===== config.mk =====
export PLATFORM = sky130hd
export DESIGN_NAME = lrp_walker
export DESIGN_NICKNAME = d
export VERILOG_FILES = /design/src/hw/rtl/lrp_pkg.sv /design/src/hw/rtl/lrp_walker.sv
export SDC_FILE = /design/constraint.sdc
export NUM_CORES = 1
export LEC_CHECK = 0
export ABC_AREA = 1
export BUFFER_PORTS_ARGS = -buffer_cell sky130_fd_sc_hd__buf_2
export CAP_MARGIN = 15
export CORE_UTILIZATION = 27
export CTS_BUF_LIST = sky130_fd_sc_hd__clkbuf_8 sky130_fd_sc_hd__clkbuf_16
export DETAILED_ROUTE_END_ITERATION = 6
export GPL_TIMING_DRIVEN = 0
export PLACE_DENSITY = 0.46
export SYNTH_ARGS = -nofsm -noshare
export SYNTH_HDL_FRONTEND = slang
export SYNTH_SLANG_ARGS = --single-unit
export TNS_END_PERCENT = 100

===== constraint.sdc =====
create_clock -name clk -period 4.6 [get_ports clk]
set_clock_uncertainty 0.05 [all_clocks]
set_input_delay 0.46 -clock clk [delete_from_list [all_inputs] [get_ports clk]]
set_output_delay 0.46 -clock clk [all_outputs]
set_load 0.005 [all_outputs]

===== src/hw/rtl/lrp_pkg.sv =====
// shared types and constants of the line raster plotter
`timescale 1ns / 1ps

package lrp_pkg;

  // command codes of an input word
  localparam logic [1:0] CMD_DRAW  = 2'd0;
  localparam logic [1:0] CMD_CLEAR = 2'd1;
  localparam logic [1:0] CMD_READ  = 2'd2;
  localparam logic [1:0] CMD_NONE  = 2'd3;

  // configuration register indexes
  localparam logic CFG_WIDTH  = 1'b0;
  localparam logic CFG_HEIGHT = 1'b1;

  localparam int CFG_DATA_W    = 10;
  localparam int COORD_W       = 12;
  localparam int ERR_W         = 14;
  localparam int COUNT_W       = 13;
  localparam logic [COUNT_W-1:0] COUNT_LIMIT = 13'd4096;
  localparam logic [9:0] WIDTH_RESET  = 10'd512;
  localparam logic [8:0] HEIGHT_RESET = 9'd256;

  typedef struct packed {
    logic [1:0]                 cmd;
    logic signed [COORD_W-1:0]  start_x;
    logic signed [COORD_W-1:0]  start_y;
    logic signed [COORD_W-1:0]  end_x;
    logic signed [COORD_W-1:0]  end_y;
    logic [11:0]                word_index;
  } in_t;

  typedef struct packed {
    logic [31:0]        read_word;
    logic [COUNT_W-1:0] plotted_count;
  } out_t;

  // sequencer states
  typedef enum logic [3:0] {
    ST_INIT,
    ST_IDLE,
    ST_WALK,
    ST_QUO,
    ST_REM,
    ST_WR,
    ST_RDWAIT,
    ST_CLEAR,
    ST_DONE
  } state_t;

  // operations of the shared multiplier
  typedef enum logic [1:0] {
    MUL_IDX,
    MUL_QUO,
    MUL_REM
  } mul_op_t;

  // line walker control and status
  typedef struct packed {
    logic load;
    logic step;
  } walk_ctrl_t;

  typedef struct packed {
    logic                      on_canvas;
    logic                      at_end;
    logic signed [COORD_W-1:0] cur_x;
    logic signed [COORD_W-1:0] cur_y;
  } walk_stat_t;

endpackage


===== src/hw/rtl/lrp_walker.sv =====
// bresenham walker: current point, error term and clip test
`timescale 1ns / 1ps

module lrp_walker (
  input  logic                clk,
  input  logic                rst_n,
  input  lrp_pkg::walk_ctrl_t ctrl,
  input  lrp_pkg::in_t        in_data,
  input  logic [9:0]          w_eff,
  input  logic [8:0]          h_eff,
  output lrp_pkg::walk_stat_t stat
);

  localparam int CW = lrp_pkg::COORD_W;
  localparam int EW = lrp_pkg::ERR_W;

  logic signed [CW-1:0] cur_x_r, cur_x_nxt;
  logic signed [CW-1:0] cur_y_r, cur_y_nxt;
  logic signed [EW-1:0] err_r, err_nxt;
  logic signed [CW:0]   dx_r, dx_nxt;
  logic signed [CW:0]   dy_r, dy_nxt;
  logic                 sx_neg_r, sx_neg_nxt;
  logic                 sy_neg_r, sy_neg_nxt;
  logic signed [CW-1:0] end_x_r, end_x_nxt;
  logic signed [CW-1:0] end_y_r, end_y_nxt;

  logic signed [CW:0]   diff_x;
  logic signed [CW:0]   diff_y;
  logic signed [EW:0]   e2;
  logic                 mv_x;
  logic                 mv_y;

  // load endpoints or take one step
  always_comb begin
    cur_x_nxt  = cur_x_r;
    cur_y_nxt  = cur_y_r;
    err_nxt    = err_r;
    dx_nxt     = dx_r;
    dy_nxt     = dy_r;
    sx_neg_nxt = sx_neg_r;
    sy_neg_nxt = sy_neg_r;
    end_x_nxt  = end_x_r;
    end_y_nxt  = end_y_r;
    diff_x = (CW+1)'(in_data.end_x) - (CW+1)'(in_data.start_x);
    diff_y = (CW+1)'(in_data.end_y) - (CW+1)'(in_data.start_y);
    e2     = {err_r, 1'b0};
    mv_x   = e2 >= (EW+1)'(dy_r);
    mv_y   = e2 <= (EW+1)'(dx_r);
    if (ctrl.load) begin
      cur_x_nxt  = in_data.start_x;
      cur_y_nxt  = in_data.start_y;
      end_x_nxt  = in_data.end_x;
      end_y_nxt  = in_data.end_y;
      dx_nxt     = diff_x[CW] ? -diff_x : diff_x;
      dy_nxt     = diff_y[CW] ? diff_y : -diff_y;
      sx_neg_nxt = !(in_data.start_x < in_data.end_x);
      sy_neg_nxt = !(in_data.start_y < in_data.end_y);
      err_nxt    = EW'(dx_nxt) + EW'(dy_nxt);
    end else if (ctrl.step) begin
      if (mv_x) begin
        cur_x_nxt = sx_neg_r ? cur_x_r - CW'(1) : cur_x_r + CW'(1);
      end
      if (mv_y) begin
        cur_y_nxt = sy_neg_r ? cur_y_r - CW'(1) : cur_y_r + CW'(1);
      end
      err_nxt = err_r + (mv_x ? EW'(dy_r) : EW'(0)) + (mv_y ? EW'(dx_r) : EW'(0));
    end
  end

  always_ff @(posedge clk) begin
    if (!rst_n) begin
      cur_x_r <= '0;
      cur_y_r <= '0;
      err_r   <= '0;
    end else begin
      cur_x_r <= cur_x_nxt;
      cur_y_r <= cur_y_nxt;
      err_r   <= err_nxt;
    end
  end

  always_ff @(posedge clk) begin
    dx_r     <= dx_nxt;
    dy_r     <= dy_nxt;
    sx_neg_r <= sx_neg_nxt;
    sy_neg_r <= sy_neg_nxt;
    end_x_r  <= end_x_nxt;
    end_y_r  <= end_y_nxt;
  end

  // clip test and end detect on the current point
  always_comb begin
    stat.cur_x     = cur_x_r;
    stat.cur_y     = cur_y_r;
    stat.at_end    = (cur_x_r == end_x_r) && (cur_y_r == end_y_r);
    stat.on_canvas = !cur_x_r[CW-1] && (cur_x_r[CW-2:0] < (CW-1)'(w_eff)) &&
                     !cur_y_r[CW-1] && (cur_y_r[CW-2:0] < (CW-1)'(h_eff));
  end

endmodule


==> results.json <==
{
  "cp-end-kind": "flip-flop",
  "htreeDepth": 3,
  "fin_crit_ns": 4.334,
  "clockRootBuffer": "clkbuf_16",
  "placed_cell_area_um2": 10100,
  "routedWlPerCell_um": 15.08,
  "finalCritPeriodShare_pct": 94.21,
  "critPathMaxFanout": 10,
  "cts.path.max_buffers": 2,
  "num_vias": 8227,
  "synth_area_leaders": "edfxtp_1, ha_1, nand2_1",
  "syn_nets": 1463,
  "max-cap-violations": 0,
  "syn_area_um2": 9044,
  "fin_tns_setup_ns": 0,
  "die_area_um2": 34230,
  "layout_commonest_cell": "nand2_1",
  "dr.pass1.iters": 5,
  "cts_hold_buf": 0,
  "fmax_mhz": 230.8,
  "synthCells": 1241,
  "layout_common_cells": "nand2_1, inv_1, ha_1, buf_2, a21oi_1",
  "startpoint": "dy_r[2]",
  "dp_hpwl_mm": 22.36,
  "yosysUniqueCellTypes": 52,
  "cp.required_ns": 4.81,
  "drc_errors": 0,
  "hold_ws_ns": 0.2370,
  "pin_count": 111,
  "routed.top_layer": "met4",
  "worstSetupStartpointType": "flip-flop",
  "cp.depth": 27,
  "cp_slowest_cell": "fa_1",
  "slew_viol_final": 0,
  "hp-class": "in -> reg",
  "core_area_um2": 32780,
  "drive_above_1_share_pct": 12.83,
  "yosysTopAreaCell": "edfxtp_1",
  "synth_edf_count": 52,
  "synthToLayoutAreaGrowth_pct": 16.09,
  "grt_pass1_vias": 7939,
  "finalHoldViolCount": 0,
  "power.total_uw": 5121,
  "cts.sinks": 90,
  "postLayoutCellArea_um2": 10500,
  "clk_pin_slew_ns": 0.09,
  "dr_wl_met2_mm": 12.53,
  "p_leak_uw": 0.005382,
  "ys_seq_area_share_pct": 25.68,
  "setup_violations": 0,
  "drt_iter0_drc": 497,
  "r2r_cells": 27,
  "reg2reg_to": "err_r[11]",
  "pre_cts_ws_ns": -0.3852,
  "cts_inserted_buffers": 9,
  "fin_nets": 1573,
  "critical_path_buf_inv_count": 5,
  "grt_max_degree": 31,
  "num_antenna_cells": 0,
  "grt_overflow": 0,
  "crit_family": "adder cells",
  "initial_utilization_pct": 27.59,
  "relSlewSlack_pct": 32.32,
  "insertion_delay_ns": 0.37,
  "criticalPathCategory": "reg -> reg",
  "wl_mm": 27.12,
  "vdd_drop_max_mv": 0.2181,
  "numPortBuffers": 96,
  "setup.worst_path.end": "err_r[11]",
  "avgSynthCellArea_um2": 7.287,
  "vias_per_cell": 4.576,
  "std_cell_rows": 66,
  "tightest_slew_ns": 1.012,
  "max_stage_delay_ns": 0.45,
  "place_congestion": 0.8323,
  "grt_usage_pct": 16.39,
  "dieWidth_um": 185.0,
  "cts_tree": "built",
  "ys.flop_type": "edfxtp_1",
  "die_y_um": 185.0,
  "yosys_warnings": 0,
  "cp_common_cell": "nand2_1",
  "critPathArrivalTime_ns": 4.54,
  "reg2reg_from": "dy_r[2]",
  "async_flop_share_pct": 0,
  "wl_met3_um": 868,
  "outcome": "completed",
  "drt.antenna.violating_nets": 0,
  "worst_slack_ns": 0.2664,
  "met1_length_mm": 13.50,
  "reg2reg_slack_ns": 0.27,
  "synth.top_cell.area_share_pct": 17.27,
  "ys_ff_latch": 90,
  "powerDensity_nw_per_um2": 487.8,
  "grt_antenna_before_repair": 0,
  "grt_pass1_wl_mm": 42.64
}
## report_power, final
| group | total [uW] | internal (uW) | switching (uW) | leakage [uW] |
|---|---|---|---|---|
| Sequential | 1200 | 1030 | 173 | 0.000824 |
| Clock | 747 | 376 | 371 | 0.000138 |
| Combinational | 3180 | 1250 | 1930 | 0.00442 |
| Total | 5120 | 2650 | 2470 | 0.00538 |
## registers in the layout, summed over array words and instances, names as in the netlist
register / flops
cur_x_r: 12
cur_y_r: 12
dx_r: 13
dy_r: 13
end_x_r: 12
end_y_r: 12
err_r: 14
sx_neg_r: 1
sy_neg_r: 1
## what timing repair did
| action | CTS | global route |
|---|---|---|
| pin swaps | 2 | 3 |
| endpoints found under the setup margin | 7 | 5 |
| endpoints found under the hold margin | 0 | 0 |
| setup buffers | 1 | 1 |
| gates resized for setup | 7 | 24 |
## synthesized netlist by cell type (19+ instances only)
cell      instances
fa_1             19
edfxtp_1         52
xor2_1           43
dfxtp_1          38
nor2_1           73
o21ai_0          51
nand2_1         303
inv_1           212
a31oi_1          19
xnor2_1          30
ha_1            118
a21oi_1          91
nand3_1          59
## area by class of cell
cell class                      instances  area (um2)
Multi-Input combinational cell        919        5922
Tap cell                              442       553.0
Buffer                                 14       77.57
Sequential cell                        90        2323
Timing Repair Buffer                   99       515.5
Inverter                              218       823.3
Clock inverter                          7       58.81
Clock buffer                            9       225.2
Fill cell                            3592       22290
## stage by stage
stage / util [%] / instances
floorplan: - / 1241
global placement: 30.74 / 1779
detailed placement: 30.80 / 1780
CTS: 31.74 / 1797
global route: 32.02 / 1798
finish: 32.02 / 1798
## kinds of logic after synthesis
kind of cell,Yosys count,synth area share [%]
simple gates,508,24.02
flops,90,25.68
compound gates,201,12.94
xor+xnor,73,7.070
fa+ha+maj,137,20.53
buf+inv,232,9.768
## worst min path at each step
stage | cells past startpoint | from | endpoint
floorplan | 2 | err_r[2] | err_r[2]
global placement | 2 | cur_x_r[8] | cur_x_r[8]
detailed placement | 2 | cur_x_r[8] | cur_x_r[8]
CTS | 1 | in_data[24] | end_x_r[0]
global route | 1 | in_data[24] | end_x_r[0]
finish | 1 | in_data[24] | end_x_r[0]
## routing by layer
metal | GRT usage, % | vias to the layer above
met2 | 27.52 | 146
met1 | 22.45 | 3776
met3 | 2.064 | 12
li1 | - | 4293
met4 | 3.107 | 0
met5 | 0 | -
No activity file was read; power rests on OpenSTA's default activity.
