[config.mk]
export PLATFORM = sky130hd
export DESIGN_NAME = lrp_mul_unit
export DESIGN_NICKNAME = d
export VERILOG_FILES = /design/src/hw/rtl/lrp_pkg.sv /design/src/hw/rtl/lrp_mul_unit.sv
export SDC_FILE = /design/constraint.sdc
export NUM_CORES = 1
export LEC_CHECK = 0
export BUFFER_PORTS_ARGS = -buffer_cell sky130_fd_sc_hd__buf_2
export CORE_ASPECT_RATIO = 1.25
export CORE_MARGIN = 2
export CORE_UTILIZATION = 39
export DETAILED_ROUTE_END_ITERATION = 10
export SLEW_MARGIN = 0
export SYNTH_ARGS = -nofsm -noshare
export SYNTH_HDL_FRONTEND = slang
export SYNTH_SLANG_ARGS = --single-unit
[constraint.sdc]
create_clock -name clk -period 22.9 [get_ports clk]
set_clock_uncertainty 0.1 [all_clocks]
set_input_delay 2.29 -clock clk [delete_from_list [all_inputs] [get_ports clk]]
set_output_delay 2.29 -clock clk [all_outputs]
set_load 0.01 [all_outputs]
[src/hw/rtl/lrp_pkg.sv]
// shared types and constants of the line raster plotter
`timescale 1ns / 1ps

package lrp_pkg;

  // command codes of an input word
  localparam logic [1:0] CMD_DRAW  = 2'd0;
  localparam logic [1:0] CMD_CLEAR = 2'd1;
  localparam logic [1:0] CMD_READ  = 2'd2;
  localparam logic [1:0] CMD_NONE  = 2'd3;

  // configuration register indexes
  localparam logic CFG_WIDTH  = 1'b0;
  localparam logic CFG_HEIGHT = 1'b1;

  localparam int CFG_DATA_W    = 10;
  localparam int COORD_W       = 12;
  localparam int ERR_W         = 14;
  localparam int COUNT_W       = 13;
  localparam logic [COUNT_W-1:0] COUNT_LIMIT = 13'd4096;
  localparam logic [9:0] WIDTH_RESET  = 10'd512;
  localparam logic [8:0] HEIGHT_RESET = 9'd256;

  typedef struct packed {
    logic [1:0]                 cmd;
    logic signed [COORD_W-1:0]  start_x;
    logic signed [COORD_W-1:0]  start_y;
    logic signed [COORD_W-1:0]  end_x;
    logic signed [COORD_W-1:0]  end_y;
    logic [11:0]                word_index;
  } in_t;

  typedef struct packed {
    logic [31:0]        read_word;
    logic [COUNT_W-1:0] plotted_count;
  } out_t;

  // sequencer states
  typedef enum logic [3:0] {
    ST_INIT,
    ST_IDLE,
    ST_WALK,
    ST_QUO,
    ST_REM,
    ST_WR,
    ST_RDWAIT,
    ST_CLEAR,
    ST_DONE
  } state_t;

  // operations of the shared multiplier
  typedef enum logic [1:0] {
    MUL_IDX,
    MUL_QUO,
    MUL_REM
  } mul_op_t;

  // line walker control and status
  typedef struct packed {
    logic load;
    logic step;
  } walk_ctrl_t;

  typedef struct packed {
    logic                      on_canvas;
    logic                      at_end;
    logic signed [COORD_W-1:0] cur_x;
    logic signed [COORD_W-1:0] cur_y;
  } walk_stat_t;

endpackage

[src/hw/rtl/lrp_mul_unit.sv]
// shared multiplier: dot index, word quotient by reciprocal, bit remainder
`timescale 1ns / 1ps

module lrp_mul_unit #(
  parameter int IDX_W     = 17,
  parameter int WORD_BITS = 32
) (
  input  logic                  clk,
  input  lrp_pkg::mul_op_t      op,
  input  logic [IDX_W-1:0]      opa,
  input  logic [9:0]            opw,
  input  logic [IDX_W-1:0]      opc,
  output logic [IDX_W-1:0]      res
);

  localparam int BIT_W  = $clog2(WORD_BITS);
  localparam int SHIFT  = IDX_W + BIT_W;
  localparam int RECIP  = ((1 << SHIFT) + WORD_BITS - 1) / WORD_BITS;
  localparam int RCP_W  = IDX_W + 2;
  localparam int B_W    = (RCP_W > 10) ? RCP_W : 10;
  localparam int PROD_W = IDX_W + B_W;

  logic [B_W-1:0]    opb;
  logic [PROD_W-1:0] prod;
  logic [IDX_W-1:0]  res_nxt;
  logic [IDX_W-1:0]  res_r;

  // operand select and post-multiply add, subtract or shift
  always_comb begin
    opb     = B_W'(opw);
    res_nxt = '0;
    unique case (op)
      lrp_pkg::MUL_IDX: opb = B_W'(opw);
      lrp_pkg::MUL_QUO: opb = B_W'(RECIP);
      lrp_pkg::MUL_REM: opb = B_W'(WORD_BITS);
      default:          opb = B_W'(opw);
    endcase
    prod = PROD_W'(opa) * PROD_W'(opb);
    unique case (op)
      lrp_pkg::MUL_IDX: res_nxt = IDX_W'(prod + PROD_W'(opc));
      lrp_pkg::MUL_QUO: res_nxt = IDX_W'(prod >> SHIFT);
      lrp_pkg::MUL_REM: res_nxt = IDX_W'(PROD_W'(opc) - prod);
      default:          res_nxt = '0;
    endcase
  end

  always_ff @(posedge clk) begin
    res_r <= res_nxt;
  end

  assign res = res_r;

endmodule

==> impl_metrics.yaml, run 1 <==
timing:
  fmax_ghz: 0.1072
  finalSetupViolations: 0
  max_slew_margin_pct: 53.56
  grt_setup_unrepaired: "false"
  finalHoldViolations: 0
  period_share_pct: 40.74
  finalMaxSlewViolations: 0
  tns_ps: 0
  min_period_ps: 9329
  tightestPinTransition_ps: 696.5
critical_path:
  path_class: "primary input to flop"
  cpPeakStageDelay_ps: 550
  cp_num_buf_inv: 6
  critPathArrivalTime_ps: 9360
  slowest_stage: "mux2_2"
  crit_fanout: 17
  worstPathRequired_ps: 22930
  crit_path_end_kind: "flop"
  cpLargestDelayFamily: "adder cells"
  cp-start-kind: "primary input"
synth:
  synth-edff-count: 0
  synth_area_per_cell_um2: 8.458
  async_flop_share_pct: 0
  ys_ff_latch: 17
  yosysWarnings: 0
  synth_seq_area_share_pct: 4.065
  syn_area_mm2: 0.008373
  synth_cell_types: 61
  synth_nets: 1300
  ys.flop_type: "dfxtp_1"
  syn-instance-count: 990
routing:
  firstDrtPassIters: 5
  vias: 6595
  routedWlPerCell_um: 15.76
  drc_errors: 0
  ant_nets: 0
  routed_wl_um: 20530
  drt_iter0_drc: 321
  drt-vias-per-instance: 5.061
finish:
  diodes: 0
  drive_gt1_share_pct: 8.844
  final_common_cell: "inv_1"
  stdcell_area_mm2: 0.009035
  multi_input_area_mm2: 0.007158
  syn_to_final_growth_pct: 7.905
  finalNetCount: 1340
  largest_register_ff_count: 17
  finalNonFillerCells: 1303
  fillers: 2172
  final_cell_mix: "inv_1, ha_1, fa_1"
  seq_area_um2: 340.3
floorplan:
  coreArea_mm2: 0.02097
  die_h_um: 167.8
  io_pins: 64
  rows: 59
  die-area_mm2: 0.02266
  die_w_um: 135.1
  start_util_pct: 39.94
placed_design:
  placed_area_mm2: 0.008952
  place.gp.congestion: 0.8209
  dp_hpwl_um: 17090
  placed_cells: 1299
  io_buffer_count: 63
clocking:
  cts-root-buf: "clkbuf_16"
  clk_pin_slew_ps: 50
  ctsLongestPathBuffers: 2
  clock-sinks: 17
  cts_hold_buf: 0
  cts_setup_buffers: 0
  cts-buffers-inserted: 3
  cts_tree: "built"
  cts_resized: 0
  cts_htree_levels: 1
power_and_ir_drop:
  combPwrFrac_pct: 92.1
  netSwitchingPower_mw: 0.5425
  peakVddDrop_mv: 0.09866
  p_leak_nw: 4.851
  switching_share_pct: 53.55
  p_clk_share_pct: 3.6
  p_int_mw: 0.4706
  seq_power_share_pct: 4.3
  power_density_mw_per_mm2: 112.1
run_status:
  status: "completed"
global_route:
  antenna_found_initial: 0
  gr-total-overflow: 0
  grt_pass1_vias: 6824
  grt_pass1_wl_um: 33810
  grt_use_total_pct: 18.57
  grt_max_degree: 20
hold_path:
  hold_path.class: "primary input to flop"
job:
  drv_cap: 0
-- synth_stat cells (2+ instances only) --
cell type / instances / share of area (%)
clkbuf_1: 35 / 1.6
fa_1: 128 / 31
xor2_1: 24 / 2.5
nand4_1: 2 / 0.15
a21oi_1: 26 / 1.6
a311oi_1: 2 / 0.21
o22ai_1: 11 / 0.82
a41oi_1: 2 / 0.21
nor3_1: 9 / 0.54
nand2b_1: 8 / 0.60
o21ai_1: 9 / 0.54
o32ai_1: 2 / 0.21
o211ai_1: 4 / 0.36
and3_1: 7 / 0.52
nand2_1: 115 / 5.2
o21a_1: 8 / 0.72
nor2b_1: 13 / 0.97
nand3_1: 7 / 0.42
nor4_1: 2 / 0.15
mux2_2: 2 / 0.27
and2_1: 98 / 7.3
o21ai_0: 13 / 0.78
a31oi_1: 12 / 0.90
a22oi_1: 2 / 0.18
dfxtp_1: 17 / 4.1
a21o_1: 15 / 1.3
xnor2_1: 27 / 2.8
inv_1: 190 / 8.5
ha_1: 135 / 20
nor2_1: 31 / 1.4
o31ai_1: 2 / 0.18
o21bai_1: 3 / 0.27
-- kinds of logic (layout without fill, tap and decap cells) --
kind of cell             count (synthesis)  count (layout)  share of synthesized area (%)
XOR/XNOR                                52              52                          5.529
AND/OR/NAND/NOR                        299             299                          18.01
adder cells (fa/ha/maj)                263             263                          50.78
AO/OA/AOI/OAI                          128             128                          10.91
multiplexers                             2               2                         0.2690
flip-flops                              17              17                          4.065
buffers and inverters                  229             268                          10.45
-- metal layers --
| metal | share of wire (%) | GRT usage (%) | wire length [µm] | up-vias |
|---|---|---|---|---|
| li1 | - | - | - | 3199 |
| met1 | 44 | 23.63 | 9057 | 3227 |
| met2 | 51 | 34.32 | 10420 | 147 |
| met3 | 3.5 | 1.475 | 710 | 22 |
| met4 | 1.7 | 3.714 | 349 | 0 |
| met5 | 0 | 0 | 0 | - |
-- worst min-delay path, cell delays in order --
cell and delay [ps]:
buf_2 90, inv_1 50, ha_1 120, o22ai_1 70
-- power groups by stage --
| stage | clock, mW | combinational, mW | sequential [mW] |
|---|---|---|---|
| 5_1_grt | 0.0375 | 1.05 | 0.0447 |
| 3_5_place_dp | 0 | 0.939 | 0.0446 |
| 6_report | 0.0360 | 0.933 | 0.0438 |
| 4_1_cts | 0.0366 | 0.944 | 0.0440 |
| 3_3_place_gp | 0 | 0.924 | 0.0445 |
| 2_1_floorplan | 0 | 0.730 | 0.0504 |
-- path summary, 6_finish.rpt --
path | startpoint | to | cells after the start
setup / recovery | op[0] | res[16] | 29
hold / removal | opc[0] | res[0] | 4
-- stage by stage --
step	util [%]	total power [mW]	hold WS, ps	worst slack (ps)
floorplan	-	0.7804	2351	13860
global placement	42.70	0.9684	2585	13390
detailed placement	42.70	0.9840	2584	13260
CTS	43.10	1.025	2332	13530
global route	43.10	1.129	2361	13100
finish	43.10	1.013	2328	13570
-- final cells by class --
| cell class | count | area share [%] |
|---|---|---|
| inverter | 190 | 7.894 |
| clock buffer | 3 | 0.8309 |
| clock inverter | 1 | 0.08309 |
| tap | 274 | 3.794 |
| sequential | 17 | 3.767 |
| timing repair buffer | 74 | 4.404 |
| multi-input combinational | 744 | 79.23 |
(Power assumes the default switching activity.)
==> run 2, diff against run 1 <==
Clock period 22.9 ns to 9.5 ns, I/O delays scaled along.
==> impl_metrics.yaml, run 2 (synthesis gave the netlist of run 1 again) <==
routing:
  firstDrtPassIters: 6
  vias: 6550
  ant_nets: 0
  routed_wl_um: 20460
  routedWlPerCell_um: 15.69
  drc_errors: 0
  drt-vias-per-instance: 5.023
  drt_iter0_drc: 227
hold_path:
  hold_path.class: "primary input to flop"
  min_to: "res[0]"
  holdPathStages: 4
  hp-start: "opc[0]"
floorplan:
  die_h_um: 167.8
  die-area_mm2: 0.02266
  io_pins: 64
  coreArea_mm2: 0.02097
  start_util_pct: 39.94
  rows: 59
  die_w_um: 135.1
timing:
  finalMaxSlewViolations: 0
  tns_ps: 0
  tightestPinTransition_ps: 860.3
  period_share_pct: 85.16
  finalHoldViolations: 0
  min_period_ps: 8090
  max_slew_margin_pct: 42.53
  fmax_ghz: 0.1236
  finalSetupViolations: 0
  grt_setup_unrepaired: "false"
global_route:
  grt_pass1_vias: 6969
  grt_pass1_wl_um: 33890
  grtUsageMet1_pct: 23.62
  gr-total-overflow: 0
  busiest_layer: "met2"
  antenna_found_initial: 1
  met3_usage_pct: 1.174
  grt_use_total_pct: 18.59
  grt_max_degree: 20
  grt_util_met2_pct: 33.90
power_and_ir_drop:
  power_density_mw_per_mm2: 268.9
  p_leak_nw: 4.851
  peakVddDrop_mv: 0.3211
clocking:
  cts_tree: "built"
  ctsLongestPathBuffers: 2
  cts_htree_levels: 1
  cts-root-buf: "clkbuf_16"
  clk_pin_slew_ps: 50
  cts_hold_buf: 0
  clock-sinks: 17
  cts_setup_buffers: 0
  cts_resized: 0
  cts-buffers-inserted: 3
critical_path:
  worstPathRequired_ps: 9530
  cpLargestDelayFamily: "adder cells"
  critPathArrivalTime_ps: 8120
  cp-start-kind: "primary input"
  crit_fanout: 17
  cpPeakStageDelay_ps: 560
  path_class: "primary input to flop"
  slowest_stage: "ha_1"
  cp.depth: 27
  crit_path_end_kind: "flop"
  cp_num_buf_inv: 6
placed_design:
  place.gp.congestion: 0.8399
  placed_area_mm2: 0.008952
  dp_hpwl_um: 17420
  io_buffer_count: 63
finish:
  largest_register_ff_count: 17
  drive_gt1_share_pct: 8.844
  syn_to_final_growth_pct: 7.935
  final_common_cell: "inv_1"
  stdcell_area_mm2: 0.009037
  final_cell_mix: "inv_1, ha_1, fa_1"
  finalNetCount: 1340
job:
  drv_cap: 0
run_status:
  status: "completed"
run 2: cell type report:
cell class,count,area (µm²)
well taps,274,342.8
flip-flops and latches,17,340.3
diodes,1,2.502
repair buffers,74,397.9
clock inverters,1,7.507
inverters,190,713.2
clock buffers,3,75.07
multi-input cells,744,7158
fillers,2147,11930
run 2: worst max-delay path by stage:
stage	start	slack, ps	endpoint
2_1_floorplan	op[0]	1800	res[16]
3_3_place_gp	op[0]	1250	res[15]
3_5_place_dp	op[1]	1150	res[15]
4_1_cts	op[0]	1420	res[15]
5_1_grt	op[0]	990	res[14]
6_report	op[0]	1410	res[15]
run 2: report_power, final:
group	switching, mW	internal, mW
clock network	0.0308	0.0569
logic	1.27	0.971
registers	0.00461	0.101
run 2: metal layers:
layer  wire length, µm  vias to the layer above
met5                 0                        -
met4               526                        0
met3               798                       29
met2             10170                      158
met1              8959                     3159
li1                  -                     3204
run 2: worst min-delay path, cell delays in order:
cell	delay (ps)
buf_2	100
inv_1	40
ha_1	120
o22ai_1	90
run 2: metrics by stage:
stage	utilization (%)	setup slack [ps]	total power, mW	hold slack [ps]	instances
2_1_floorplan	-	1799	1.881	1011	990
3_3_place_gp	42.70	1252	2.328	1242	1299
3_5_place_dp	42.70	1150	2.352	1244	1299
4_1_cts	43.10	1420	2.453	990.2	1303
5_1_grt	43.11	990.0	2.731	1034	1304
6_report	43.11	1410	2.430	1004	1304
